File: config.mk
export PLATFORM = sky130hd
export DESIGN_NAME = bcpe_div
export DESIGN_NICKNAME = d
export VERILOG_FILES = /design/src/hdl/bcpe_pkg.sv /design/src/hdl/bcpe_div.sv
export SDC_FILE = /design/constraint.sdc
export NUM_CORES = 1
export LEC_CHECK = 0
export BUFFER_PORTS_ARGS = -buffer_cell sky130_fd_sc_hd__buf_2
export CORE_MARGIN = 5
export CORE_UTILIZATION = 45
export CTS_CLUSTER_SIZE = 20
export DETAILED_ROUTE_END_ITERATION = 10
export GPL_ROUTABILITY_DRIVEN = 0
export SLEW_MARGIN = 25
export SYNTH_ARGS = -nofsm -noshare
export SYNTH_HDL_FRONTEND = slang
export SYNTH_SLANG_ARGS = --single-unit
File: constraint.sdc
create_clock -name clock -period 4 [get_ports clock]
set_input_delay 0.4 -clock clock [delete_from_list [all_inputs] [get_ports clock]]
set_output_delay 0.4 -clock clock [all_outputs]
set_load 0.01 [all_outputs]
File: src/hdl/bcpe_pkg.sv
// Shared constants and types for the Bezier curve point evaluator.
package bcpe_pkg;

   localparam int COORD_BITS = 16;
   localparam int TIME_BITS  = 16;
   localparam int DUR_BITS   = 16;
   localparam int T_FRAC     = 16;
   localparam int T_BITS     = T_FRAC + 1;
   localparam int SQ_BITS    = 2 * T_FRAC + 1;
   localparam int W_FRAC     = 3 * T_FRAC;
   localparam int W_BITS     = W_FRAC + 1;
   localparam int PROD_BITS  = W_BITS + 1 + COORD_BITS;
   localparam int SUM_BITS   = PROD_BITS + 2;
   localparam int POINT_BITS = 3 * COORD_BITS;
   localparam int NUM_POINTS = 4;
   localparam int NUM_AXES   = 3;
   localparam int REQ_BITS   = ((TIME_BITS + 7) / 8) * 8;
   localparam int RSP_BITS   = ((POINT_BITS + 7) / 8) * 8;
   localparam int CSR_BITS   = 3;
   localparam int DIV_STAGES = T_FRAC + 1;

   localparam logic [T_BITS-1:0] T_ONE = T_BITS'(1) << T_FRAC;

   typedef enum logic [CSR_BITS-1:0] {
      CSR_DEGREE   = 3'd0,
      CSR_DURATION = 3'd1,
      CSR_POINT_0  = 3'd2,
      CSR_POINT_1  = 3'd3,
      CSR_POINT_2  = 3'd4,
      CSR_POINT_3  = 3'd5
   } csr_index_type;

   typedef enum logic [1:0] {
      DEG_LINEAR    = 2'd0,
      DEG_QUADRATIC = 2'd1,
      DEG_CUBIC     = 2'd2
   } degree_type;

   // quotient and clamp flags leaving the divider
   typedef struct packed {
      logic [T_FRAC-1:0] quot;
      logic              at_start;
      logic              at_end;
   } div_out_type;

endpackage

File: src/hdl/bcpe_div.sv
// Pipelined restoring divider that maps sample time to the curve parameter.
module bcpe_div (
   input  logic                                    clock,
   input  logic                                    reset,
   input  logic                                    in_valid,
   output logic                                    in_ready,
   input  logic signed [bcpe_pkg::TIME_BITS-1:0]   in_time,
   input  logic        [bcpe_pkg::DUR_BITS-1:0]    duration,
   output logic                                    out_valid,
   input  logic                                    out_ready,
   output bcpe_pkg::div_out_type                   out_data
);
   import bcpe_pkg::*;

   localparam int CMP_BITS = (TIME_BITS - 1 > DUR_BITS) ? TIME_BITS - 1 : DUR_BITS;

   logic                 v_ff   [DIV_STAGES];
   logic [DUR_BITS-1:0]  rem_ff [DIV_STAGES];
   logic [T_FRAC-1:0]    q_ff   [DIV_STAGES];
   logic                 z_ff   [DIV_STAGES];
   logic                 o_ff   [DIV_STAGES];
   logic [DUR_BITS-1:0]  rem_in [DIV_STAGES];
   logic [T_FRAC-1:0]    q_in   [DIV_STAGES];
   logic                 rdy    [DIV_STAGES];

   logic [DUR_BITS-1:0]  dd;
   logic [DUR_BITS-1:0]  half;
   logic [CMP_BITS-1:0]  mag;
   logic                 start0;
   logic                 end0;

   always_comb begin
      dd   = (duration == '0) ? DUR_BITS'(1) : duration;
      half = dd >> 1;
      mag  = CMP_BITS'(in_time[TIME_BITS-2:0]);
      start0 = in_time[TIME_BITS-1] || (in_time == '0);
      end0   = !start0 && (mag >= CMP_BITS'(dd));
   end

   // one quotient bit per stage after the first; the remainder stays below the duration unless clamped
   always_comb begin
      logic [DUR_BITS:0] r2;
      rem_in[0] = mag[DUR_BITS-1:0];
      q_in[0]   = '0;
      for (int k = 1; k < DIV_STAGES; k++) begin
         r2 = {rem_ff[k-1], half[T_FRAC-k]};
         if (r2 >= {1'b0, dd}) begin
            r2        = r2 - {1'b0, dd};
            q_in[k]   = {q_ff[k-1][T_FRAC-2:0], 1'b1};
         end else begin
            q_in[k]   = {q_ff[k-1][T_FRAC-2:0], 1'b0};
         end
         rem_in[k] = r2[DUR_BITS-1:0];
      end
   end

   always_comb begin
      rdy[DIV_STAGES-1] = !v_ff[DIV_STAGES-1] || out_ready;
      for (int k = DIV_STAGES - 2; k >= 0; k--) begin
         rdy[k] = !v_ff[k] || rdy[k+1];
      end
   end

   always_ff @(posedge clock) begin
      if (reset) begin
         for (int k = 0; k < DIV_STAGES; k++) begin
            v_ff[k] <= 1'b0;
         end
      end else begin
         if (rdy[0]) begin
            v_ff[0] <= in_valid;
         end
         for (int k = 1; k < DIV_STAGES; k++) begin
            if (rdy[k]) begin
               v_ff[k] <= v_ff[k-1];
            end
         end
      end
   end

   always_ff @(posedge clock) begin
      if (rdy[0] && in_valid) begin
         rem_ff[0] <= rem_in[0];
         q_ff[0]   <= q_in[0];
         z_ff[0]   <= start0;
         o_ff[0]   <= end0;
      end
      for (int k = 1; k < DIV_STAGES; k++) begin
         if (rdy[k] && v_ff[k-1]) begin
            rem_ff[k] <= rem_in[k];
            q_ff[k]   <= q_in[k];
            z_ff[k]   <= z_ff[k-1];
            o_ff[k]   <= o_ff[k-1];
         end
      end
   end

   assign in_ready          = rdy[0];
   assign out_valid         = v_ff[DIV_STAGES-1];
   assign out_data.quot     = q_ff[DIV_STAGES-1];
   assign out_data.at_start = z_ff[DIV_STAGES-1];
   assign out_data.at_end   = o_ff[DIV_STAGES-1];

endmodule

# [After elaboration in Yosys (flattened, before gate mapping)]
# Memories as Yosys holds them, arrays and structs flattened.
# Cells that the tools add are included.
[totals] word_cells=248 out_inout_bits=20 ramBits=595 mem_count=5 reg_bits=0 input_bits=36
[classes] muxes=137 n_addsub=16 magnitude_cmp=17 bitwise_logic=17 n_reduce_logical=56
[memory_table] memory="q_ff" depth=17 word_bits=16 rd=17 rd_clocked_by_memory_dff=0 wr=17 line="bcpe_div.sv:19" rtl="logic [T_FRAC-1:0] q_ff [DIV_STAGES];"
[memory_table] memory="rem_ff" depth=17 word_bits=16 rd=16 rd_clocked_by_memory_dff=0 wr=17 line="bcpe_div.sv:18" rtl="logic [DUR_BITS-1:0] rem_ff [DIV_STAGES];"
[memory_table] memory="o_ff" depth=17 word_bits=1 rd=17 rd_clocked_by_memory_dff=0 wr=17 line="bcpe_div.sv:21" rtl="logic o_ff [DIV_STAGES];"
[memory_table] memory="v_ff" depth=17 word_bits=1 rd=17 rd_clocked_by_memory_dff=0 wr=17 line="bcpe_div.sv:17" rtl="logic v_ff [DIV_STAGES];"
[memory_table] memory="z_ff" depth=17 word_bits=1 rd=17 rd_clocked_by_memory_dff=0 wr=17 line="bcpe_div.sv:20" rtl="logic z_ff [DIV_STAGES];"
[op_table] op="$ge 17x16->1" n=16
[op_table] op="$mux 16" n=17
[op_table] op="$sub 16x16->16" n=16
[op_table] op="$mux 1" n=120
[op_table] op="$logic_not 16->1" n=2
[op_table] op="$logic_and 1x1->1" n=18
[op_table] op="$logic_not 1->1" n=18
[op_table] op="$logic_or 1x1->1" n=18
[op_table] op="$or 1x1->1" n=17
[op_table] op="$ge 15x16->1" n=1

# [Logic depth before layout (Yosys ltp)]
# Gate-level depths: netlist of the first run.
# An unclocked memory read counts as a cell.
[logic_depth] word_depth=23 mapped_depth=14 ltp_nobuf=13

# [Least setup slack after synthesis of the first run]
# No wires, ideal clock.
[synth_timing] path_kind="register to register" startpoint="memory v_ff[16][0], in the netlist v_ff[0][16]" endpoint="memory o_ff[15][0], in the netlist o_ff[0][15] (enable)" path_stages_with_launch=3 t_required_ns=3.526 n_path_buf=0 setup_ns=0.474 slack_ns=0.457 period_less_slack_ns=3.543 t_arrival_ns=3.069 path_cell_list="edfxtp_1 nor2b_1 a21boi_0"
[synth_lines] element="start, declared" line="bcpe_div.sv:17"
[synth_lines] element="end, declared" line="bcpe_div.sv:21"

==> flow_metrics.env, run 1 <==
export IMPL_hold_start="in_time[0]"
export IMPL_final_antenna_net_count=0
export IMPL_num_antenna_cells=0
export IMPL_worst_setup_path_type="flop to primary output"
export IMPL_fraction_of_the_mapped_netlist_area_in_adder_cells_pct=13.3
export IMPL_switching_share_pct=25.1
export IMPL_rsz0062_at_grt="no"
export IMPL_worstReg2RegStart="rem_ff[0][5]"
export IMPL_finClkSkew_ns=0.0139
export IMPL_power_per_cell_area_nw_per_um2=365
export IMPL_hpwl_dp_um=54100
export IMPL_grt_met3_usage_pct=2.47
export IMPL_floorplan_die_height_um=259
export IMPL_post_route_util_pct=52.7
export IMPL_critical_path_required_ns=3.60
export IMPL_share_of_total_power_in_combinational_logic_pct=15.8
export IMPL_layout_nets=3219
export IMPL_floorplan_rows=91
export IMPL_global_route_wire_length_before_repair_um=112000
export IMPL_globalRouteMet2Util_pct=35.0
export IMPL_setup_viol_count_final=0
export IMPL_hold_worst_path_end="rem_ff[0][0]"
export IMPL_fraction_of_power_consumed_by_sequential_logic_pct=44.0
export IMPL_leakage_nw=12.8
export IMPL_layout_common_cells="sky130_fd_sc_hd__edfxtp_1, sky130_fd_sc_hd__ha_1, sky130_fd_sc_hd__o21ai_0, sky130_fd_sc_hd__nand2_1, sky130_fd_sc_hd__buf_4"
export IMPL_postCtsSetupBuffers=0
export IMPL_dp_worst_setup_slack_ns=0.233
export IMPL_register_area_um2=13300
export IMPL_worstSetupEndpointType="primary output"
export IMPL_critPathMaxFanout=6
export IMPL_postSynthAreaPerCell_um2=10.7
export IMPL_area_used_by_multi_input_combinational_logic_um2=13800
export IMPL_via_count_of_the_first_global_routing_pass=21100
export IMPL_groute_usage_overall_pct=20.8
export IMPL_synth_sequential_area_ratio_pct=47.7
export IMPL_setup_reg_to_reg_worst_slack_ns=0.92
export IMPL_synth_top_family_by_area="compound AO/OA/AOI/OAI gates"
export IMPL_p_clk_share_pct=40.1
export IMPL_detailroute_via_count=21500
export IMPL_largest_net_degree_at_the_start_of_global_routing=33
export IMPL_fin_tns_setup_ns=0
export IMPL_drv_max_cap_violation_count=0
export IMPL_worst_setup_hold_path_clk_slew_ns=0.06
export IMPL_setup_slack_ns=0.667
export IMPL_synth_register_bits=442
export IMPL_yosysWarningCount=0
export IMPL_final_fill_count=5368
export IMPL_timing_max_transition_violations_final=0
export IMPL_postSynth_topFlopCell="sky130_fd_sc_hd__edfxtp_1"
export IMPL_crit_arrival_ns=2.93
export IMPL_area_growth_synth_to_final_pct=16.4
export IMPL_grtUsageMet1_pct=27.8
export IMPL_yosys_cell_types_count=62
export IMPL_outcome="complete, no violations"
export IMPL_post_synth_and_or_nand_nor_area_fraction_pct=13.2
export IMPL_clock_path_buffers=3
export IMPL_floorplan_initialDensity_pct=45.3
export IMPL_clock_sink_count=442
export IMPL_mapped_cell_area_um2=27800
export IMPL_ir_drop_v=0.000301
export IMPL_mappedNetlistNets=2934
export IMPL_hold_worst_slack_ns=0.0451
export IMPL_synth_compound_area_share_pct=16.3
export IMPL_core_area_um2=61500
export IMPL_design_portCount=56
export IMPL_commonest_non_fill_non_tap_cell_in_the_layout="sky130_fd_sc_hd__edfxtp_1"
export IMPL_grt_ovfl_total=0
export IMPL_period_share_pct=83.3
export IMPL_cts_buffers_inserted=50
export IMPL_top_usage_layer="met2"
export IMPL_area_enclosed_by_the_die_boundary_um2=66900
export IMPL_worst_skew_pair_late_latency_ns=0.59
export IMPL_remaining_drc_errors=0
export IMPL_fmaxAchievable_mhz=300
export IMPL_numPortBuffers=55
export IMPL_die_x_um=259
export IMPL_avgRoutedWirePerCell_um=19.1
export IMPL_worst_r2r_cell_count=10
export IMPL_hold_viol=0
export IMPL_timing_hold_worst_class="input port to flop"
export IMPL_slew_headroom_pct=38.4
export IMPL_ys_async_sr_fraction_pct=0
export IMPL_rr_endpoint="rem_ff[0][30]"
export IMPL_initial_antenna_violation_count=0
export IMPL_total_switching_power_mw=2.97
export IMPL_routed_via_density=5.76
export IMPL_internal_power_mw=8.85
export IMPL_synth_xor_area_share_pct=4.85
export IMPL_tritoncts="built"
export IMPL_yosys_mux_area_fraction_pct=1.64
export IMPL_drtIter0Drc=1632
export IMPL_fraction_of_layout_cells_with_a_size_suffix_above_1_pct=14.7
export IMPL_fin_crit_ns=3.33
export IMPL_tightestPinTransition_ns=0.922
export IMPL_drtPass1Iterations=6
export IMPL_cts_root_buf="sky130_fd_sc_hd__clkbuf_16"
export IMPL_synth_edff_count=442
export IMPL_finalWirelength_um=71100
export IMPL_element_type_at_the_critical_path_start="flop"
export IMPL_whs_path_depth=1
export IMPL_cts_htree_levels=2
export IMPL_post_synth_inst_count=2612
-- per-layer routing --
metal	vias up	routed length (um)
li1	10400	-
met1	10200	31500
met2	614	33300
met3	176	3600
met4	0	2720
met5	-	0
-- registers in the layout, summed over array words and instances (netlist names) --
| name | count |
|---|---|
| rem_ff | 255 |
| q_ff | 136 |
| o_ff | 17 |
| v_ff | 17 |
| z_ff | 17 |
-- power groups by stage --
| stage | combinational, mW | clock [mW] | sequential (mW) |
|---|---|---|---|
| final | 1.87 | 4.74 | 5.20 |
| after global routing | 2.08 | 5.05 | 5.20 |
| after CTS | 1.86 | 4.87 | 5.20 |
| after detailed placement | 1.83 | 0 | 5.30 |
| after global placement | 1.79 | 0 | 5.30 |
| after floorplan | 1.24 | 0 | 5.28 |
-- cell usage after synthesis (all sizes together), types with 37 or more instances --
library cell  instances  area share, %
a21o                 82            2.2
xnor2                79            2.5
buf                  39           0.88
nor3                 79            1.4
nor2                116            1.6
and3                 38           0.85
nor2b                41           0.92
nand4                72            1.6
o21ai               265            4.8
inv                 141            1.9
xor2                 75            2.4
nand2b               48            1.1
a31oi                37           0.91
a21oi               206            3.8
ha                  271             12
nand2               243            3.3
edfxtp              442             48
-- critical path, stage by stage, from the launching register on --
cell and delay [ns]:
sky130_fd_sc_hd__edfxtp_1 0.51, sky130_fd_sc_hd__and4b_1 0.44, sky130_fd_sc_hd__and3_1 0.25, sky130_fd_sc_hd__nand3_1 0.19
sky130_fd_sc_hd__nor2_1 0.22, sky130_fd_sc_hd__and2_1 0.29, sky130_fd_sc_hd__nand4_1 0.23, sky130_fd_sc_hd__buf_2 0.21
-- final cells by class --
cell class | count | share of cell area [%]
tap | 790 | 3.05
multi-input combinational | 1973 | 42.6
timing repair buffer | 289 | 6.55
sequential | 442 | 41.0
clock inverter | 31 | 1.02
inverter | 141 | 1.63
clock buffer | 61 | 4.19
-- cells by family (layout without fill, tap and decap cells) --
family          Yosys count  count (layout)
compound gates          749             749
xor+xnor                154             154
fa+ha+maj               286             286
buf+inv                 197             522
flops                   442             442
mux                      42              42
simple gates            742             742
-- per-stage QoR --
stage          power, mW  instances  area (um^2)
2_1_floorplan       6.53       2612        27800
3_3_place_gp        7.09       3626        30600
3_5_place_dp        7.13       3626        30600
4_1_cts             11.9       3726        32400
5_1_grt             12.3       3727        32400
6_report            11.8       3727        32400
-- worst max-delay path by stage --
| stage | endpoint | depth (start not counted) | from |
|---|---|---|---|
| floorplan | o_ff[0][15] | 2 | v_ff[0][16] |
| global placement | rem_ff[0][227] | 14 | duration[1] |
| detailed placement | rem_ff[0][227] | 14 | duration[1] |
| CTS | in_ready | 7 | v_ff[0][16] |
| global route | in_ready | 7 | v_ff[0][16] |
| finish | in_ready | 7 | v_ff[0][16] |
-- repair_timing --
action	in CTS	in global routing
endpoints found under the hold margin	8	0
hold buffers	8	0
gates resized for setup	0	0
No activity file was read; power rests on OpenSTA's default activity.
==> run 2, diff against run 1 <==
==> constraint.sdc (replaced) <==
create_clock -name clock -period 2.9 [get_ports clock]
set_input_delay 0.29 -clock clock [delete_from_list [all_inputs] [get_ports clock]]
set_output_delay 0.29 -clock clock [all_outputs]
set_load 0.01 [all_outputs]
==> run 2 against run 1 <==
Effect of this change:
- die area is the same
- clock skew increased by 0.0069 ns
- sequential power up 38%
- highest routed layer unchanged
==> flow_metrics.env, run 2 (synthesis results as in run 1) <==
export IMPL_outcome="complete, no violations"
export IMPL_final_antenna_net_count=0
export IMPL_drtIter0Drc=1791
export IMPL_largest_registers="rem_ff (255), q_ff (136)"
export IMPL_critical_path_required_ns=3.34
export IMPL_drtPass1Iterations=6
export IMPL_global_route_wire_length_before_repair_um=119000
export IMPL_via_count_of_the_first_global_routing_pass=22600
export IMPL_area_enclosed_by_the_die_boundary_um2=66900
export IMPL_ir_drop_v=0.000346
export IMPL_period_share_pct=98.1
export IMPL_worst_skew_pair_late_latency_ns=0.61
export IMPL_cts_buffers_inserted=51
export IMPL_avgRoutedWirePerCell_um=18.6
export IMPL_fin_tns_setup_ns=0
export IMPL_worstSetupEndpointType="flop"
export IMPL_floorplan_die_height_um=259
export IMPL_placedInstanceArea_um2=33300
export IMPL_layout_nets=3567
export IMPL_power_per_cell_area_nw_per_um2=477
export IMPL_crit_arrival_ns=3.28
export IMPL_floorplan_initialDensity_pct=45.3
export IMPL_die_x_um=259
export IMPL_clock_sink_count=442
export IMPL_core_area_um2=61500
export IMPL_routed_via_density=5.59
export IMPL_remaining_drc_errors=0
export IMPL_fmaxAchievable_mhz=351
export IMPL_num_antenna_cells=0
export IMPL_post_route_util_pct=58.2
export IMPL_largest_reg_by_ff_count="rem_ff"
export IMPL_critPathMaxFanout=17
export IMPL_fin_crit_ns=2.85
export IMPL_floorplan_rows=91
export IMPL_fraction_of_layout_cells_with_a_size_suffix_above_1_pct=26.0
export IMPL_worst_path_largest_cell_delay_ns=0.33
export IMPL_finalWirelength_um=76000
export IMPL_cpMaxStageDelayCell="sky130_fd_sc_hd__nor4_4"
export IMPL_commonest_non_fill_non_tap_cell_in_the_layout="sky130_fd_sc_hd__buf_4"
export IMPL_clock_path_buffers=3
export IMPL_tritoncts="built"
export IMPL_cts_root_buf="sky130_fd_sc_hd__clkbuf_16"
export IMPL_area_growth_synth_to_final_pct=28.5
export IMPL_largest_net_degree_at_the_start_of_global_routing=34
export IMPL_element_type_at_the_critical_path_start="input port"
export IMPL_grt_ovfl_total=0
export IMPL_numPortBuffers=55
export IMPL_finClkSkew_ns=0.0208
export IMPL_timing_max_transition_violations_final=0
export IMPL_layout_common_cells="sky130_fd_sc_hd__buf_4, sky130_fd_sc_hd__edfxtp_1, sky130_fd_sc_hd__ha_1, sky130_fd_sc_hd__o21ai_0, sky130_fd_sc_hd__nand2_1"
export IMPL_initial_antenna_violation_count=0
export IMPL_setup_viol_count_final=0
export IMPL_groute_usage_overall_pct=22.1
export IMPL_leakage_nw=14.7
export IMPL_crit_chain="buf_4 -> nor4_4 -> buf_12 -> a41oi_4 -> inv_4 -> buf_12 -> ha_1 -> nor2b_1 -> o31ai_2 -> a21oi_2 -> a41oi_2 -> nand3b_1 -> a31oi_4 -> buf_4 -> mux2i_1"
export IMPL_stdcell_area_um2=35800
export IMPL_cts_htree_levels=2
export IMPL_timing_hold_worst_class="input port to flop"
export IMPL_worst_setup_path_type="input port to flop"
export IMPL_slew_headroom_pct=37.9
export IMPL_tightestPinTransition_ns=0.931
export IMPL_design_portCount=56
export IMPL_drv_max_cap_violation_count=0
export IMPL_largest_register_ff_count=255
export IMPL_worst_setup_hold_path_clk_slew_ns=0.06
export IMPL_hold_viol=0
export IMPL_hpwl_dp_um=58300
export IMPL_detailroute_via_count=22800
export IMPL_rsz0062_at_grt="yes"
[run 2: changes by cell type in the layout (fill, tap and decap cells not counted), moves of 11 or more]
cell                       previous run  this run
sky130_fd_sc_hd__a21oi_1            202       175
sky130_fd_sc_hd__o221ai_1            14         1
sky130_fd_sc_hd__o221ai_2             0        12
sky130_fd_sc_hd__buf_12               4        22
sky130_fd_sc_hd__buf_4              221       537
sky130_fd_sc_hd__nor2_1             115       104
sky130_fd_sc_hd__a21oi_2              4        30
[run 2: per-layer routing]
layer | track usage [%] | share of wire (%) | vias to the layer above
li1 | - | - | 11100
met1 | 29.0 | 43 | 10900
met2 | 37.5 | 48 | 597
met3 | 3.04 | 4.9 | 163
met4 | 8.34 | 3.8 | 0
met5 | 0 | 0 | -
[run 2: path summary, 6_finish.rpt]
kind / to / slack, ns / cells after the start / start
worst max-delay path: rem_ff[0][144] / 0.05 / 15 / duration[10]
worst min-delay path: rem_ff[0][48] / 0.11 / 3 / duration[14]
worst max register to register: rem_ff[0][31] / 0.08 / 8 / rem_ff[0][0]
worst min register to register: q_ff[0][237] / 0.41 / 0 / q_ff[0][220]
[run 2: final cells by class]
cell class	instances	area [um^2]
fill	5092	25700
multi-input combinational	1973	14200
sequential	442	13300
timing repair buffer	636	4990
clock buffer	59	1330
tap	790	988
inverter	141	532
clock inverter	35	438
[run 2: timing repair]
action / 4_1_cts / 5_1_grt
pin swaps: 1 / 50
buffers inserted: 0 / 26
hold buffers: 17 / 0
endpoints found under the hold margin: 17 / 0
endpoints found under the setup margin: 17 / 128
resized for setup: 9 / 72
gates cloned: 0 / 0
[run 2: through the flow]
step	hold slack (ns)	total power [mW]	instances	setup WS [ns]
final	0.108	17.1	4076	0.0540
after global routing	0.121	17.8	4076	-0.0398
after CTS	0.0548	17.1	4050	0.00390
after detailed placement	0.405	10.2	3939	-0.766
after global placement	0.401	10.2	3939	-0.679
after floorplan	0.389	9.02	2612	-0.00953
[run 2: critical path, delay by kind of cell]
kind            cells  cell delay [ns]
compound gates      5             1.09
buf+inv             5             0.83
simple gates        3             0.60
mux                 1             0.25
fa+ha+maj           1             0.19
[run 2: power by group]
part | total (mW) | internal (mW) | switching [mW]
combinational | 3.07 | 1.50 | 1.57
clock | 6.81 | 4.09 | 2.71
sequential | 7.18 | 7.13 | 0.0463
total | 17.1 | 12.7 | 4.33
==> run 3, diff against run 2 <==
==> constraint.sdc (replaced) <==
create_clock -name clock -period 3.45 [get_ports clock]
set_input_delay 0.345 -clock clock [delete_from_list [all_inputs] [get_ports clock]]
set_output_delay 0.345 -clock clock [all_outputs]
set_load 0.01 [all_outputs]
==> run 3 against run 2 <==
Effect of this change:
- hold slack lost 0.040 ns
- first-iteration DRC count shrank 18%
- flip-flop and latch count is the same
- clock-buffer cell count shrank 4
- highest routed layer unchanged
- wire length shrank 6.7%
- critical path depth shrank 2
- worst setup slack gained 0.14 ns
- register-to-register slack gained 0.29 ns
- clock skew shrank 0.0048 ns
- sequential power shrank 16%
- largest power group unchanged
- non-clock buffer count shrank 309
- sequential share of layout area grew 3.3 points
==> flow_metrics.env, run 3 (synthesis results as in run 1) <==
export IMPL_timing_hold_worst_class="input port to flop"
export IMPL_hold_start="in_valid"
export IMPL_period_share_pct=94.4
export IMPL_stdcell_area_um2=32800
export IMPL_dp_worst_setup_slack_ns=-0.413
export IMPL_avgRoutedWirePerCell_um=18.8
export IMPL_placedInstanceArea_um2=30900
export IMPL_fraction_of_layout_cells_with_a_size_suffix_above_1_pct=16.1
export IMPL_power_per_cell_area_nw_per_um2=424
export IMPL_detailroute_via_count=21500
export IMPL_numPlacedInstances=3656
export IMPL_global_route_wire_length_before_repair_um=112000
export IMPL_hold_worst_path_end="v_ff[0][0]"
export IMPL_worst_skew_pair_late_latency_ns=0.59
export IMPL_timing_max_transition_violations_final=0
export IMPL_initial_antenna_violation_count=0
export IMPL_layout_nets=3257
export IMPL_clock_path_buffers=3
export IMPL_hold_viol=0
export IMPL_cts_buffers_inserted=50
export IMPL_groute_usage_overall_pct=20.8
export IMPL_largest_reg_by_ff_count="rem_ff"
export IMPL_setup_reg_to_reg_worst_slack_ns=0.37
export IMPL_tritoncts="built"
export IMPL_layout_common_cells="sky130_fd_sc_hd__edfxtp_1, sky130_fd_sc_hd__ha_1, sky130_fd_sc_hd__o21ai_0, sky130_fd_sc_hd__buf_4, sky130_fd_sc_hd__nand2_1"
export IMPL_largest_net_degree_at_the_start_of_global_routing=33
export IMPL_drtPass1Iterations=6
export IMPL_whs_path_depth=2
export IMPL_crit_chain="buf_2 -> nor4_1 -> a41oi_2 -> fa_1 -> a21oi_1 -> o211ai_1 -> a31oi_1 -> buf_4 -> o21ai_0 -> a21o_1 -> a21oi_1 -> xnor2_1 -> mux2_2"
export IMPL_largest_register_ff_count=255
export IMPL_element_type_at_the_critical_path_start="input port"
export IMPL_numPortBuffers=55
export IMPL_path_common_cell="sky130_fd_sc_hd__a21oi_1"
export IMPL_commonest_non_fill_non_tap_cell_in_the_layout="sky130_fd_sc_hd__edfxtp_1"
export IMPL_layout_cells_non_filler=3765
export IMPL_largest_registers="rem_ff (255), q_ff (136)"
export IMPL_worst_path_largest_cell_delay_ns=0.50
export IMPL_rr_endpoint="rem_ff[0][30]"
export IMPL_hpwl_dp_um=54200
export IMPL_design_portCount=56
export IMPL_setup_viol_count_final=0
export IMPL_slew_headroom_pct=38.6
export IMPL_worst_r2r_cell_count=10
export IMPL_total_power_mw=13.9
export IMPL_cpMaxStageDelayCell="sky130_fd_sc_hd__nor4_1"
export IMPL_drv_max_cap_violation_count=0
export IMPL_fmaxAchievable_mhz=307
export IMPL_tightestPinTransition_ns=0.922
export IMPL_outcome="complete, no violations"
export IMPL_die_x_um=259
export IMPL_critical_path_required_ns=3.79
export IMPL_cts_root_buf="sky130_fd_sc_hd__clkbuf_16"
export IMPL_drtIter0Drc=1471
export IMPL_leakage_nw=13.1
export IMPL_worst_setup_hold_path_clk_slew_ns=0.06
export IMPL_floorplan_die_height_um=259
export IMPL_clock_sink_count=442
export IMPL_core_area_um2=61500
export IMPL_grt_ovfl_total=0
export IMPL_worstSetupEndpointType="flop"
export IMPL_setup_slack_ns=0.193
export IMPL_floorplan_initialDensity_pct=45.3
export IMPL_routed_via_density=5.70
export IMPL_worst_setup_path_type="input port to flop"
export IMPL_area_growth_synth_to_final_pct=17.9
export IMPL_num_antenna_cells=0
export IMPL_worstReg2RegStart="rem_ff[0][0]"
export IMPL_finClkSkew_ns=0.0159
export IMPL_remaining_drc_errors=0
export IMPL_finalWirelength_um=70900
export IMPL_floorplan_rows=91
export IMPL_via_count_of_the_first_global_routing_pass=20900
export IMPL_area_enclosed_by_the_die_boundary_um2=66900
export IMPL_cts_htree_levels=2
export IMPL_crit_arrival_ns=3.59
export IMPL_ir_drop_v=0.000395
export IMPL_critPathMaxFanout=3
export IMPL_final_antenna_net_count=0
export IMPL_fin_crit_ns=3.26
-- run 3: power breakdown --
part	leakage (nW)	switching (mW)	internal, mW
Sequential	4.06	0.0358	6.00
Combinational	8.16	1.22	1.00
Clock	0.853	2.22	3.46
Total	13.1	3.47	10.5
-- run 3: stage by stage --
stage,utilization (%),hold slack (ns),TNS [ns]
after detailed placement,50.2,0.405,-45.19
after floorplan,-,0.400,0
final,53.4,0.0684,0
after global placement,50.2,0.400,-27.79
after CTS,53.3,0.0229,0
after global routing,53.4,0.0459,-0.0308
-- run 3: worst max path at each step --
stage | start | endpoint | slack, ns | cells past startpoint
floorplan | v_ff[0][16] | o_ff[0][7] | 0.06 | 5
global placement | duration[15] | rem_ff[0][228] | -0.33 | 15
detailed placement | duration[10] | rem_ff[0][238] | -0.41 | 16
CTS | v_ff[0][16] | in_ready | 0.18 | 7
global route | duration[1] | rem_ff[0][226] | -0.02 | 15
finish | duration[1] | rem_ff[0][30] | 0.19 | 13
-- run 3: layout make-up --
class	count	area, um^2
tap	790	988
sequential	442	13300
clock buffer	55	1290
inverter	141	529
fill	5350	28700
clock inverter	37	465
multi-input combinational	1973	13800
timing repair buffer	327	2480
-- run 3: metal layers --
layer	up-vias	GRT usage, %	share of wire, %
li1	10500	-	-
met1	10300	27.8	45
met2	545	35.2	48
met3	138	2.76	4.7
met4	0	6.65	3.1
met5	-	0	0
-- run 3: repair_timing --
item | CTS | global route
setup buffers | 0 | 1
resized for setup | 0 | 1
hold buffers | 16 | 0
endpoints found under the setup margin | 0 | 8
hold endpoints to repair | 16 | 0
-- run 3: critical path, delay by kind of cell --
kind	cells	cell delay (ns)
compound gates	7	1.58
xor+xnor	1	0.09
simple gates	1	0.50
buf+inv	2	0.30
mux	1	0.26
fa+ha+maj	1	0.50
